**config.mk**
```make
export PLATFORM = sky130hd
export DESIGN_NAME = button_qualifier_repeat_chord
export DESIGN_NICKNAME = d
export VERILOG_FILES = /design/src/rtl/bqrc_pkg.sv /design/src/rtl/button_qualifier_repeat_chord.sv /design/src/rtl/bqrc_lockout.sv /design/src/rtl/bqrc_repeat.sv /design/src/rtl/bqrc_chord.sv
export SDC_FILE = /design/constraint.sdc
export NUM_CORES = 1
export LEC_CHECK = 0
export ABC_AREA = 0
export BUFFER_PORTS_ARGS = -buffer_cell sky130_fd_sc_hd__buf_4
export CORE_MARGIN = 5
export CORE_UTILIZATION = 60
export DETAILED_ROUTE_END_ITERATION = 16
export PLACE_DENSITY = 0.79
export SLEW_MARGIN = 15
export SYNTH_ARGS = -nofsm -noshare
export SYNTH_HDL_FRONTEND = slang
export SYNTH_SLANG_ARGS = --single-unit
```
**constraint.sdc**
```tcl
create_clock -name clk_i -period 6.1 [get_ports clk_i]
set_input_delay 0.61 -clock clk_i [delete_from_list [all_inputs] [get_ports clk_i]]
set_output_delay 0.61 -clock clk_i [all_outputs]
set_load 0.03 [all_outputs]
```
**src/rtl/bqrc_pkg.sv**
```systemverilog
// ----------------------------------------------------------------------------
// bqrc_pkg: shared types and constants of the button qualifier
// Payload structs, configuration register indexes, chord phases and the
// control groups passed between the qualifier submodules.
// ----------------------------------------------------------------------------
package bqrc_pkg;

  localparam int unsigned NUM_BUTTONS  = 16;
  localparam int unsigned CHORD_WINDOW = 4;
  localparam int unsigned TIMER_W      = 8;
  localparam int unsigned HOLD_W       = 16;
  localparam int unsigned WIN_W        = 3;
  localparam int unsigned BIT_W        = 4;
  localparam int unsigned CFG_IDX_W    = 3;
  localparam int unsigned CFG_DATA_W   = 16;

  typedef logic [NUM_BUTTONS-1:0] mask_t;

  // configuration register indexes
  typedef enum logic [CFG_IDX_W-1:0] {
    CFG_REPEAT_DELAY     = 3'd0,
    CFG_REPEAT_PERIOD    = 3'd1,
    CFG_COOLDOWN_MASK    = 3'd2,
    CFG_COOLDOWN_FRAMES  = 3'd3,
    CFG_CHORD_FIRST_BIT  = 3'd4,
    CFG_CHORD_SECOND_BIT = 3'd5
  } cfg_idx_e;

  // chord tracking phases
  typedef enum logic [1:0] {
    CHORD_IDLE   = 2'd0,
    CHORD_FIRST  = 2'd1,
    CHORD_SECOND = 2'd2,
    CHORD_HELD   = 2'd3
  } chord_phase_e;

  typedef struct packed {
    logic [15:0] raw_buttons;
    logic        paused;
  } in_t;

  typedef struct packed {
    logic [15:0] held_mask;
    logic [15:0] press_mask;
    logic [15:0] release_mask;
    logic [15:0] repeat_mask;
    logic        chord_active;
    logic        chord_was_active;
  } out_t;

  typedef struct packed {
    logic [7:0]       repeat_delay;
    logic [7:0]       repeat_period;
    logic [15:0]      cooldown_mask;
    logic [7:0]       cooldown_frames;
    logic [BIT_W-1:0] chord_first_bit;
    logic [BIT_W-1:0] chord_second_bit;
  } cfg_t;

  // filtered masks of one frame plus the previous held mask
  typedef struct packed {
    mask_t prev_held;
    mask_t held;
    mask_t press;
    mask_t rel;
  } qual_t;

  typedef struct packed {
    logic active;
    logic was_active;
  } chord_t;

endpackage

```
**src/rtl/button_qualifier_repeat_chord.sv**
```systemverilog
// ----------------------------------------------------------------------------
// button_qualifier_repeat_chord: button qualifier with lockout, repeat, chord
// One frame of raw buttons in, one qualified result out per beat.
//
//   channel  | direction | handshake              | payload
//   ---------+-----------+------------------------+---------------------------
//   in       | input     | in_valid_i/in_ready_o  | in_data_i  (bqrc_pkg::in_t)
//   out      | output    | out_valid_o/out_ready_i| out_data_o (bqrc_pkg::out_t)
//   cfg      | input     | cfg_valid_i/cfg_ready_o| cfg_index_i, cfg_data_i
//
// An input beat is registered, evaluated once the result register is free and
// registered as a result; one beat per cycle is sustained while the output is
// not stalled. The per-button timers all update in parallel in that evaluation.
// A stalled output holds its result; an empty input register takes a beat while
// the result waits. cfg is always ready. Reset clears the valid flags and the
// submodule state and loads the configuration defaults.
// ----------------------------------------------------------------------------
module button_qualifier_repeat_chord (
  input  logic                                clk_i,
  input  logic                                rst_ni,
  input  logic                                in_valid_i,
  output logic                                in_ready_o,
  input  bqrc_pkg::in_t                       in_data_i,
  output logic                                out_valid_o,
  input  logic                                out_ready_i,
  output bqrc_pkg::out_t                      out_data_o,
  input  logic                                cfg_valid_i,
  output logic                                cfg_ready_o,
  input  logic [bqrc_pkg::CFG_IDX_W-1:0]      cfg_index_i,
  input  logic [bqrc_pkg::CFG_DATA_W-1:0]     cfg_data_i
);

  bqrc_pkg::cfg_t   cfg_q;
  bqrc_pkg::in_t    in_q;
  logic             in_vld_q;
  bqrc_pkg::out_t   out_q;
  logic             out_vld_q;
  logic             adv;
  bqrc_pkg::qual_t  qual;
  bqrc_pkg::mask_t  rep;
  bqrc_pkg::chord_t chord;

  // configuration registers
  assign cfg_ready_o = 1'b1;

  always_ff @(posedge clk_i or negedge rst_ni) begin
    if (!rst_ni) begin
      cfg_q.repeat_delay     <= 8'd10;
      cfg_q.repeat_period    <= 8'd4;
      cfg_q.cooldown_mask    <= 16'h0C00;
      cfg_q.cooldown_frames  <= 8'd6;
      cfg_q.chord_first_bit  <= 4'd11;
      cfg_q.chord_second_bit <= 4'd10;
    end else if (cfg_valid_i) begin
      case (bqrc_pkg::cfg_idx_e'(cfg_index_i))
        bqrc_pkg::CFG_REPEAT_DELAY:     cfg_q.repeat_delay     <= cfg_data_i[7:0];
        bqrc_pkg::CFG_REPEAT_PERIOD:    cfg_q.repeat_period    <= cfg_data_i[7:0];
        bqrc_pkg::CFG_COOLDOWN_MASK:    cfg_q.cooldown_mask    <= cfg_data_i;
        bqrc_pkg::CFG_COOLDOWN_FRAMES:  cfg_q.cooldown_frames  <= cfg_data_i[7:0];
        bqrc_pkg::CFG_CHORD_FIRST_BIT:  cfg_q.chord_first_bit  <= cfg_data_i[3:0];
        bqrc_pkg::CFG_CHORD_SECOND_BIT: cfg_q.chord_second_bit <= cfg_data_i[3:0];
        default: ;  // unmapped index: ignored
      endcase
    end
  end

  // pipeline control: evaluate when a beat waits and the result slot frees
  assign adv        = in_vld_q && (!out_vld_q || out_ready_i);
  assign in_ready_o = !in_vld_q || adv;

  always_ff @(posedge clk_i or negedge rst_ni) begin
    if (!rst_ni) begin
      in_vld_q <= 1'b0;
    end else if (in_ready_o) begin
      in_vld_q <= in_valid_i;
    end
  end

  always_ff @(posedge clk_i) begin
    if (in_ready_o && in_valid_i) begin
      in_q <= in_data_i;
    end
  end

  bqrc_lockout u_lockout (
    .clk_i    (clk_i),
    .rst_ni   (rst_ni),
    .en_i     (adv),
    .raw_i    (in_q.raw_buttons),
    .paused_i (in_q.paused),
    .cfg_i    (cfg_q),
    .qual_o   (qual)
  );

  bqrc_repeat u_repeat (
    .clk_i    (clk_i),
    .rst_ni   (rst_ni),
    .en_i     (adv),
    .qual_i   (qual),
    .cfg_i    (cfg_q),
    .repeat_o (rep)
  );

  bqrc_chord u_chord (
    .clk_i   (clk_i),
    .rst_ni  (rst_ni),
    .en_i    (adv),
    .qual_i  (qual),
    .cfg_i   (cfg_q),
    .chord_o (chord)
  );

  // result register
  always_ff @(posedge clk_i or negedge rst_ni) begin
    if (!rst_ni) begin
      out_vld_q <= 1'b0;
    end else if (adv) begin
      out_vld_q <= 1'b1;
    end else if (out_ready_i) begin
      out_vld_q <= 1'b0;
    end
  end

  always_ff @(posedge clk_i) begin
    if (adv) begin
      out_q.held_mask        <= qual.held;
      out_q.press_mask       <= qual.press;
      out_q.release_mask     <= qual.rel;
      out_q.repeat_mask      <= rep;
      out_q.chord_active     <= chord.active;
      out_q.chord_was_active <= chord.was_active;
    end
  end

  assign out_valid_o = out_vld_q;
  assign out_data_o  = out_q;

  // checks
  a_press_in_held: assert property (@(posedge clk_i) disable iff (!rst_ni)
    out_valid_o |-> ((out_data_o.press_mask & ~out_data_o.held_mask) == '0))
    else $error("press mask holds a button that is not held");

  a_release_not_held: assert property (@(posedge clk_i) disable iff (!rst_ni)
    out_valid_o |-> ((out_data_o.release_mask & out_data_o.held_mask) == '0))
    else $error("release mask overlaps held mask");

  a_repeat_is_held: assert property (@(posedge clk_i) disable iff (!rst_ni)
    out_valid_o |-> (out_data_o.repeat_mask == '0 ||
                     out_data_o.repeat_mask == out_data_o.held_mask))
    else $error("repeat mask differs from held mask");

  a_drain: assert property (@(posedge clk_i) disable iff (!rst_ni)
    (out_valid_o && out_ready_i && !adv) |=> !out_valid_o)
    else $error("result beat repeated after it was taken");

endmodule

```
**src/rtl/bqrc_lockout.sv**
```systemverilog
// ----------------------------------------------------------------------------
// bqrc_lockout: edge detect with per-button release lockout
// Compares the raw mask against the last held mask and masks out any button
// whose lockout timer runs; arms timers on release of cooldown buttons.
// ----------------------------------------------------------------------------
module bqrc_lockout (
  input  logic                         clk_i,
  input  logic                         rst_ni,
  input  logic                         en_i,
  input  bqrc_pkg::mask_t              raw_i,
  input  logic                         paused_i,
  input  bqrc_pkg::cfg_t               cfg_i,
  output bqrc_pkg::qual_t              qual_o
);

  logic [bqrc_pkg::TIMER_W-1:0] timer_q [bqrc_pkg::NUM_BUTTONS];
  logic [bqrc_pkg::TIMER_W-1:0] timer_d [bqrc_pkg::NUM_BUTTONS];
  bqrc_pkg::mask_t prev_held_q;
  bqrc_pkg::mask_t rise, fall, held, press, rel;

  assign rise = raw_i & ~prev_held_q;
  assign fall = prev_held_q & ~raw_i;

  // per-button timer update and qualification
  always_comb begin
    held  = '0;
    press = '0;
    rel   = '0;
    for (int i = 0; i < bqrc_pkg::NUM_BUTTONS; i++) begin
      timer_d[i] = timer_q[i];
      if (timer_q[i] != '0) begin
        // running timer: count down, hold at one while still pressed
        if (!paused_i) begin
          if (timer_q[i] == bqrc_pkg::TIMER_W'(1) && raw_i[i]) begin
            timer_d[i] = bqrc_pkg::TIMER_W'(1);
          end else begin
            timer_d[i] = timer_q[i] - bqrc_pkg::TIMER_W'(1);
          end
        end
      end else begin
        held[i]  = raw_i[i];
        press[i] = rise[i];
        rel[i]   = fall[i];
        if (fall[i] && !paused_i) begin
          timer_d[i] = cfg_i.cooldown_mask[i] ? cfg_i.cooldown_frames : '0;
        end
      end
    end
  end

  always_ff @(posedge clk_i or negedge rst_ni) begin
    if (!rst_ni) begin
      prev_held_q <= '0;
      for (int i = 0; i < bqrc_pkg::NUM_BUTTONS; i++) begin
        timer_q[i] <= '0;
      end
    end else if (en_i) begin
      prev_held_q <= held;
      for (int i = 0; i < bqrc_pkg::NUM_BUTTONS; i++) begin
        timer_q[i] <= timer_d[i];
      end
    end
  end

  assign qual_o.prev_held = prev_held_q;
  assign qual_o.held      = held;
  assign qual_o.press     = press;
  assign qual_o.rel       = rel;

endmodule

```
**src/rtl/bqrc_repeat.sv**
```systemverilog
// ----------------------------------------------------------------------------
// bqrc_repeat: auto-repeat frame counter
// Counts frames with an unchanged held mask and pulses the held mask after
// the first delay and then once per repeat period.
// ----------------------------------------------------------------------------
module bqrc_repeat (
  input  logic            clk_i,
  input  logic            rst_ni,
  input  logic            en_i,
  input  bqrc_pkg::qual_t qual_i,
  input  bqrc_pkg::cfg_t  cfg_i,
  output bqrc_pkg::mask_t repeat_o
);

  logic [bqrc_pkg::HOLD_W-1:0] hold_q, hold_d;
  logic [bqrc_pkg::HOLD_W-1:0] hold_base, hold_inc;
  logic [8:0]                  delay_plus_period;

  // any press restarts the count
  assign hold_base = (|qual_i.press) ? '0 : hold_q;
  assign hold_inc  = hold_base + bqrc_pkg::HOLD_W'(1);
  assign delay_plus_period = {1'b0, cfg_i.repeat_delay} + {1'b0, cfg_i.repeat_period};

  always_comb begin
    hold_d   = hold_base;
    repeat_o = '0;
    if (qual_i.prev_held == qual_i.held) begin
      if (hold_inc == bqrc_pkg::HOLD_W'(cfg_i.repeat_delay) ||
          hold_inc == bqrc_pkg::HOLD_W'(delay_plus_period)) begin
        repeat_o = qual_i.held;
        hold_d   = bqrc_pkg::HOLD_W'(cfg_i.repeat_delay);
      end else begin
        hold_d = hold_inc;
      end
    end
  end

  always_ff @(posedge clk_i or negedge rst_ni) begin
    if (!rst_ni) begin
      hold_q <= '0;
    end else if (en_i) begin
      hold_q <= hold_d;
    end
  end

endmodule

```
**src/rtl/bqrc_chord.sv**
```systemverilog
// ----------------------------------------------------------------------------
// bqrc_chord: two-button chord tracker
// Phase machine that sets the chord flag when both chord buttons go down
// within the window, clears it when both are up or a release times out.
// ----------------------------------------------------------------------------
module bqrc_chord (
  input  logic            clk_i,
  input  logic            rst_ni,
  input  logic            en_i,
  input  bqrc_pkg::qual_t qual_i,
  input  bqrc_pkg::cfg_t  cfg_i,
  output bqrc_pkg::chord_t chord_o
);

  bqrc_pkg::chord_phase_e     phase_q, phase_d;
  logic [bqrc_pkg::WIN_W-1:0] win_q, win_d, win_inc;
  logic                       flag_q, flag_d;
  logic                       win_end, in_window;
  bqrc_pkg::mask_t            fa, fb;
  logic                       pa, pb, ra, rb;

  assign fa = bqrc_pkg::mask_t'(1) << cfg_i.chord_first_bit;
  assign fb = bqrc_pkg::mask_t'(1) << cfg_i.chord_second_bit;
  assign pa = |(qual_i.press & fa);
  assign pb = |(qual_i.press & fb);
  assign ra = |(qual_i.rel & fa);
  assign rb = |(qual_i.rel & fb);

  assign win_inc   = win_q + bqrc_pkg::WIN_W'(1);
  assign win_end   = win_inc >= bqrc_pkg::WIN_W'(bqrc_pkg::CHORD_WINDOW);
  assign in_window = (phase_q == bqrc_pkg::CHORD_FIRST) ||
                     (phase_q == bqrc_pkg::CHORD_SECOND);

  // next state
  always_comb begin
    phase_d = phase_q;
    win_d   = win_q;
    flag_d  = flag_q;
    if (!flag_q) begin
      case (phase_q)
        bqrc_pkg::CHORD_IDLE: begin
          if (pa && pb) begin
            phase_d = bqrc_pkg::CHORD_HELD;
            flag_d  = 1'b1;
          end else if (pa) begin
            phase_d = bqrc_pkg::CHORD_FIRST;
            win_d   = '0;
          end else if (pb) begin
            phase_d = bqrc_pkg::CHORD_SECOND;
            win_d   = '0;
          end
        end
        bqrc_pkg::CHORD_FIRST, bqrc_pkg::CHORD_SECOND: begin
          win_d = win_inc;
          if (win_end) begin
            phase_d = bqrc_pkg::CHORD_IDLE;
          end else if (pa || pb) begin
            phase_d = bqrc_pkg::CHORD_HELD;
            flag_d  = 1'b1;
          end
        end
        default: ;  // held without flag: no change
      endcase
    end else begin
      case (phase_q)
        bqrc_pkg::CHORD_HELD: begin
          if (ra && rb) begin
            phase_d = bqrc_pkg::CHORD_IDLE;
            flag_d  = 1'b0;
          end else if (ra) begin
            phase_d = bqrc_pkg::CHORD_SECOND;
            win_d   = '0;
          end else if (rb) begin
            phase_d = bqrc_pkg::CHORD_FIRST;
            win_d   = '0;
          end
        end
        bqrc_pkg::CHORD_FIRST, bqrc_pkg::CHORD_SECOND: begin
          win_d = win_inc;
          if (win_end || ra || rb) begin
            phase_d = bqrc_pkg::CHORD_IDLE;
            flag_d  = 1'b0;
          end
        end
        default: ;  // idle with flag: no change
      endcase
    end
  end

  // outputs: release timeout also drops the frame-start flag
  always_comb begin
    chord_o.active     = flag_d;
    chord_o.was_active = flag_q && !(in_window && win_end);
  end

  always_ff @(posedge clk_i or negedge rst_ni) begin
    if (!rst_ni) begin
      phase_q <= bqrc_pkg::CHORD_IDLE;
      win_q   <= '0;
      flag_q  <= 1'b0;
    end else if (en_i) begin
      phase_q <= phase_d;
      win_q   <= win_d;
      flag_q  <= flag_d;
    end
  end

endmodule
```
# Word level (Yosys, flattened, before mapping)
# Cells that the tools add are included.
# classes
bitwise,8
reduce_logical,116
n_shift,2
muxes,162
eq_ne,52
add_sub_neg,19
n_lt_le_gt_ge,1
# ops
cell,n
8-bit two-way mux,80
8-bit by 1-bit == test with 1-bit output (second input constant),16
8-bit nonzero test,16
8-bit by 1-bit subtractor with 8-bit output (second input constant),16
16-bit AND,6
16-bit OR reduction,5
1-bit two-way mux,56
16-bit two-way mux,3
3-bit AND reduction,16
1-bit logical AND,38
2-bit nonzero test,17
2-bit != test (second input constant),16
16-bit NOT,2
1-bit by 4-bit << shifter with 16-bit output (first input constant),2
3-bit two-way mux,7
2-bit two-way mux,10
16-bit by 1-bit adder with 16-bit output (second input constant),1
16-bit == test,1
16-bit by 8-bit == test with 1-bit output,1
16-bit by 9-bit == test with 1-bit output,1
2-bit AND reduction,7
7-bit AND reduction,2
3-bit case mux with 2 select lines,2
8-bit by 8-bit adder with 9-bit output,1
other kinds (21),38
# totals
inputBits,41
regBits,299
elab_cells,397
output_inout_bits,69

# Longest topological paths before layout
# Gate-level depths: netlist of the first run.
# depth
ltp_word,10
mapped_depth,20
ltp_nobuf,18

# Hierarchy
# From an unflattened synthesis of the first run, not the netlist that was laid out.
# unflattened
hier_cells,1810
area_unflattened_um2,18261.3
# by_module_without_submodules
module,cells_per_inst,area_per_inst_um2,n_inst,seq_area_each_um2
bqrc_lockout,1174,10204.8,1,3603.5
button_qualifier_repeat_chord,198,4493.1,1,3758.6
bqrc_repeat,278,2242.2,1,400.4
bqrc_chord,160,1321.3,1,150.1

# Least setup slack after synthesis of the first run
# No wires, ideal clock.
# synth_timing
path_type,register -> register
start,register u_lockout.timer_q[8] in the netlist's numbering
end,register u_repeat.hold_q[0] in the netlist's numbering
path_slack_ns,1.191
arrival_time_ns,4.783
setup_time_ns,0.126
period_less_slack_ns,4.909
path_stages_with_launch,20
required_time_ns,5.974
path_buffers,1
cell_sequence,dfrtp_1 inv_1 ha_1 nor4bb_1 and4b_4 or4_4 nor4_2 clkbuf_1 and3_1 ha_1 nand3_1 nor2_1 xnor2_1 a2111oi_0 o211ai_1 a221o_1 a2111oi_4 o21ai_2 mux2i_1 a221o_1
# synth_lines
element,line,source
"start, declared",bqrc_lockout.sv:16,logic [bqrc_pkg::TIMER_W-1:0] timer_q [bqrc_pkg::NUM_BUTTONS];
"start signal, assigned by index",bqrc_lockout.sv:60,timer_q[i] <= timer_d[i];
"end signal, assigned",bqrc_repeat.sv:42,hold_q <= hold_d;
"end, declared",bqrc_repeat.sv:15,"logic [bqrc_pkg::HOLD_W-1:0] hold_q, hold_d;"

==> metrics, run 1 <==
main combinational cell family by area after synthesis=simple AND/OR/NAND/NOR gates; total iterations of the first detailed-routing run=6; Yosys cell types=86; required time of the critical path=6460 ps; Worst Max-Slew Pin Slew=1260 ps; sequential element share of the synthesized area=45.7%; CP Capture Type=flip-flop; Worst Hold Class=input port to async pin; Synth Area per Inst=9.22 um2; Num CTS Buffers=35; first-pass GRT wire length=80400 um; Sink Count=299; total of max-cap violations=0; complex-gate fraction of the synthesized area=19.6%; Vias/cell=6.48; starting density of the core=60.4%; Core ar.=28600 um2; setup violators final=0; most frequent cells in the layout=o21ai_0, dfrtp_1, nor2_1; metal3 WL=4460 um; Synth Area in Adders=4.60%; clock latency on the worst-skew pair=530 ps; status=complete, no violations; fin crit period=5700 ps; final WL=50900 um; Slowest cell on crit path=or4_4; Setup CP Type=flip-flop to flip-flop; uppermost routed layer=met4; P_leak=0.00823 uW; I/O pin cnt=110; Final Hold Vio Count=0; slew margin rel.=16.2%; via count=15400; Peak Freq=176 MHz; TritonCTS clock tree=done; CP max FO=14; Mapped Area=17300 um2; CP startpoint kind=flip-flop; met2 WL=23500 um; R2R depth=18; synthesis warning total=0; Port Buffers=108; Slew Viols, Final=0; setup TNS=0 ps; Clock transition at path regs=70 ps; Clock Root Buffer=clkbuf_16; Syn Nets=1981; worst hold slack=110 ps; HPWL Detailed=34000 um; final-stage net count=2075; Cell Pwr Density=463 nW/um2; largest net degree at the start of global routing=112; Post-synth EDFFs=83; largest cells by area after synthesis=dfrtp_1, edfxtp_1, o21ai_0; commonest non-fill, non-tap cell in the layout=o21ai_0; Area Growth Syn to Fin=14.3%; Yosys top cell area share=29.5%; grt total ovfl=0; crit share post-route=93.4%; share of layout cells above drive strength 1=14.9%; initial antenna violation count=1; chip height=180 um; Crit path largest cell delay=540 ps; met1 WL=21000 um; post-DR wirelength/cell=21.4 um; Die Wd=180 um; Critical Path, Cell by Cell=inv_1 -> ha_1 -> nor4bb_1 -> and4b_4 -> or4_4 -> nor4_2 -> and3_1 -> ha_1 -> nand3_1 -> nor2_1 -> xnor2_1 -> a2111oi_0 -> o211ai_1 -> a221o_1 -> a2111oi_4 -> o211ai_4 -> buf_4 -> nor2_1; Placed Area=18600 um2; Critical Path AT=6050 ps; hold_buf cts=0; maximum clock path buffer count=3; ANT nets after route=0; level count of the clock H-tree=2; 1st-iter DRT viols=2012; multiplexer area fraction after synthesis=4.46%; Die ar.=32300 um2; final std cell area, no fill=19800 um2; # DRC=0; RSZ-0062 raised after global routing=false; Synth Area in Simple Gates=20.0%; n_diodes=0; XOR/XNOR share of the synthesized area=1.35%; Post-CTS Resized=0; Async SR Flop Fraction=72.2%; row cnt=62; #FFs+latches synth=299; post-CTS setup buffer count=0; Max IR drop VDD=0.311 mV; top_reg_cell synth=dfrtp_1; Synth area leader=dfrtp_1; Final Wtd Congestion=0.957; Synth Instances=1877; GR Util All Layers=30.5%; Worst Skew=25.8 ps; vias in the first global route=14500
==> cells in the mapped netlist, drive strengths merged, types with 8 or more instances <==
cell    instances
nand3          51
nor3b           9
or4             8
and2           22
o211ai          9
mux2           51
or3            15
xnor2          18
nand4          34
a21o           11
a21oi         123
nor4           33
dfrtp         204
buf             9
o21ai         264
a22oi          48
a211oi         22
dfstp          12
edfxtp         83
nor2          182
nor3           69
a31oi          25
nor2b          22
nand2b         14
nand2         131
and3           33
clkbuf         79
mux2i          13
inv            94
ha             62
o31ai          15
==> logic make-up after synthesis <==
| group | after synthesis |
|---|---|
| adders and majority gates | 63 |
| other | 1 |
| and+or+nand+nor | 665 |
| buffers and inverters | 183 |
| AOI/OAI and AO/OA | 574 |
| DFF | 299 |
| muxes | 67 |
| xor gates and xnor gates | 25 |
==> state kept, by name (all words and copies together) (netlist names) <==
register / cells
in_vld_q: 1
u_chord.win_q: 3
cfg_q: 48
u_lockout.timer_q: 128
u_lockout.prev_held_q: 16
u_chord.flag_q: 1
out_data_o: 66
u_chord.phase_q: 2
in_q: 17
u_repeat.hold_q: 16
out_valid_o: 1
==> layout make-up <==
| class | instances | area [um2] |
|---|---|---|
| Sequential cell | 299 | 7910 |
| Tap cell | 384 | 480 |
| Inverter | 95 | 358 |
| Clock buffer | 52 | 1040 |
| Timing Repair Buffer | 145 | 1110 |
| Fill cell | 2182 | 8850 |
| Multi-Input combinational cell | 1395 | 8720 |
| Clock inverter | 12 | 160 |
==> power breakdown <==
part	internal (uW)	leakage, uW	switching [uW]
clock network	1320	0.000590	845
registers	2650	0.00349	738
logic	1360	0.00415	2250
==> path summary, 6_finish.rpt <==
path | startpoint | end | slack (ps)
max | u_lockout.timer_q[8] | out_data_o[3] | 400
min reg2reg | u_lockout.timer_q[55] | u_lockout.timer_q[55] | 510
min | rst_ni | u_lockout.timer_q[103] | 110
max reg2reg | u_lockout.timer_q[8] | out_data_o[3] | 400
min in group clk_i | in_data_i[9] | in_q[9] | 250
max in group asynchronous | rst_ni | cfg_q[39] | 4890
==> worst max-delay path, delay by kind of cell, from the launching register on <==
kind	cells	cell delay, ps
xor gates and xnor gates	1	160
and+or+nand+nor	8	2210
adders and majority gates	2	630
AOI/OAI and AO/OA	5	1660
DFF	1	410
buffers and inverters	2	440
==> metrics by stage <==
| stage | power (uW) | cells | util [%] | setup WS, ps |
|---|---|---|---|---|
| 6_report | 9160 | 2382 | 69.1 | 403 |
| 5_1_grt | 9780 | 2382 | 69.1 | 102 |
| 4_1_cts | 9080 | 2382 | 69.0 | 507 |
| 3_5_place_dp | 6880 | 2318 | 64.9 | 567 |
| 3_3_place_gp | 6760 | 2318 | 64.9 | 710 |
| 2_1_floorplan | 5810 | 1877 | - | 1190 |
==> per-layer routing <==
layer / vias to the layer above / GRT usage (%)
met3: 138 / 5.13
met4: 0 / 11.2
met5: - / 0
met1: 7381 / 42.5
met2: 791 / 48.4
li1: 7130 / -
No activity file was read; power rests on OpenSTA's default activity.
==> run 2, diff against run 1 <==
--- a/config.mk
+++ b/config.mk
@@ -10,7 +10,7 @@
 export CORE_MARGIN = 5
 export CORE_UTILIZATION = 60
 export DETAILED_ROUTE_END_ITERATION = 16
-export PLACE_DENSITY = 0.79
+export PLACE_DENSITY = 0.87
 export SLEW_MARGIN = 15
 export SYNTH_ARGS = -nofsm -noshare
 export SYNTH_HDL_FRONTEND = slang
==> run 2 against run 1 <==
Non-clock buffer count shrank 1. Via count grew 2.0%. Register-to-register slack lost 150 ps. Total power shrank 1.3%. Count of clock-buffer cells in the layout shrank 21. Critical endpoint unchanged. Largest power group unchanged.
==> metrics, run 2 (synthesis gave the netlist of run 1 again) <==
Final Wtd Congestion=0.955 (-0.25%); initial antenna violation count=1 (unchanged); share of layout cells above drive strength 1=14.8% (-0.15 points); row cnt=62 (unchanged); Clock Root Buffer=clkbuf_16; post-CTS setup buffer count=0 (unchanged); grt total ovfl=0 (unchanged); chip height=180 um (unchanged); via count=15800 (+2.0%); Critical Path Start=u_lockout.timer_q[65]; Vias/cell=6.63 (+2.3%); crit share post-route=95.9% (+2.5 points); total of max-cap violations=0 (unchanged); Cell Count, Final, Fillers Out=2376 (-0.25%); # DRC=0 (unchanged); setup TNS=0 ps (unchanged); crit path setup slack, layout=252 ps (-151 ps); final WL=52100 um (+2.3%); Worst R2R Setup Slack=250 ps (-150 ps); fin crit period=5850 ps (+151 ps); 1st-iter DRT viols=1918 (-4.7%); Largest Register=u_lockout.timer_q; flip-flop count of the largest register after layout=128 (unchanged); required time of the critical path=6400 ps (-60 ps); Num CTS Buffers=31 (-11%); I/O pin cnt=110 (unchanged); Setup CP Type=flip-flop to flip-flop; RSZ-0062 raised after global routing=false; Clock transition at path regs=60 ps (about the same); commonest non-fill, non-tap cell in the layout=o21ai_0; Peak Freq=171 MHz (-2.6%); level count of the clock H-tree=1 (-1); CP Capture Type=flip-flop; largest net degree at the start of global routing=139 (+24%); CP startpoint kind=flip-flop; Cell Pwr Density=460 nW/um2 (-0.69%); most frequent cells in the layout=o21ai_0, dfrtp_1, nor2_1; Final Hold Vio Count=0 (unchanged); dpl cells=2317 (-0.043%); Worst Skew=29.8 ps (+4.07 ps); final-stage net count=2070 (-0.24%); Die Wd=180 um (unchanged); Die ar.=32300 um2 (unchanged); slew margin rel.=10.3% (-5.9 points); setup violators final=0 (unchanged); P_leak=0.00816 uW (-0.89%); HPWL Detailed=35200 um (+3.6%); Port Buffers=108 (unchanged); first-pass GRT wire length=81600 um (+1.6%); Critical Path AT=6150 ps (+100 ps); post-DR wirelength/cell=21.9 um (+2.6%); end of the critical path=out_data_o[3]; Slew Viols, Final=0 (unchanged); total iterations of the first detailed-routing run=6 (unchanged); Sink Count=299 (unchanged); CP max FO=14 (unchanged); starting density of the core=60.4% (unchanged); ANT nets after route=0 (unchanged); R2R depth=17 (-1); Max IR drop VDD=0.334 mV (+7.4%); DP Worst Slack=353 ps (-214 ps); clock latency on the worst-skew pair=590 ps (+60 ps); Core ar.=28600 um2 (unchanged); GR Util All Layers=30.8% (+0.30 points); Worst Hold Class=input port to async pin; TritonCTS clock tree=done; reg-to-reg endpoint=out_data_o[3]; maximum clock path buffer count=3 (unchanged); Worst Max-Slew Pin Slew=1340 ps (+83.8 ps); Area Growth Syn to Fin=13.6%; vias in the first global route=14900 (+2.8%); status=complete, no violations; worst r2r src=u_lockout.timer_q[65]; total power draw=9030 uW (-1.3%); worst hold slack=55.3 ps (-54.6 ps)
==> run 2: cell types whose count changed in the layout (fill, tap and decap cells not counted), sizes merged <==
cell / delta
clkinv: +9
bufinv: +2
clkbuf: -20
clkinvlp: +4
diode: +1
buf: -2
==> run 2: what timing repair did <==
item	CTS	global route
setup endpoints to repair	0	7
hold buffers	0	0
gates resized for setup	0	1
==> run 2: stage by stage <==
step                utilization [%]  instance area [um2]
floorplan                         -                17300
global placement               64.8                18600
detailed placement             64.8                18600
CTS                            68.5                19600
global route                   68.6                19600
finish                         68.6                19600
==> run 2: how the worst min path moves through the flow <==
stage,from,end,slack (ps),cells past startpoint
finish,rst_ni,u_lockout.timer_q[78],60,1
global route,rst_ni,u_lockout.timer_q[99],120,1
CTS,rst_ni,u_lockout.timer_q[99],90,1
detailed placement,in_vld_q,out_valid_o,490,1
global placement,in_vld_q,out_valid_o,470,1
floorplan,rst_ni,cfg_q[0],310,0
==> run 2: per-layer routing <==
metal	up-vias	part of all wire, %	track usage, %
met5	-	0	0
met4	0	5.3	14.1
met3	217	10	6.47
met2	930	45	48.3
met1	7513	39	41.4
li1	7092	-	-
==> run 2: critical path, stage by stage, from the launching register on <==
cell       delay (ps)
dfrtp_1           400
inv_1             130
ha_1              220
or4b_2            650
nor4b_2           530
nor4_2            160
and2_1            330
and3_1            260
ha_1              300
and3_1            220
xnor2_1           420
nor2b_1            90
and4_1            210
o21ai_0           280
a2111oi_4         140
o211ai_4          800
buf_4             330
nor2_1             70
==> run 2: report_power, final <==
part	internal (uW)	leakage, uW	switching (uW)
Combinational	1370	0.00415	2280
Clock	1150	0.000516	848
Sequential	2650	0.00349	741
Total	5160	0.00816	3870
==> run 2: final cells by class <==
class	count	area, um2
Clock inverter	27	293
Tap cell	384	480
Multi-Input combinational cell	1395	8720
Timing Repair Buffer	144	1100
Sequential cell	299	7910
Fill cell	2146	8980
Antenna cell	1	2.50
Clock buffer	31	776
Inverter	95	358
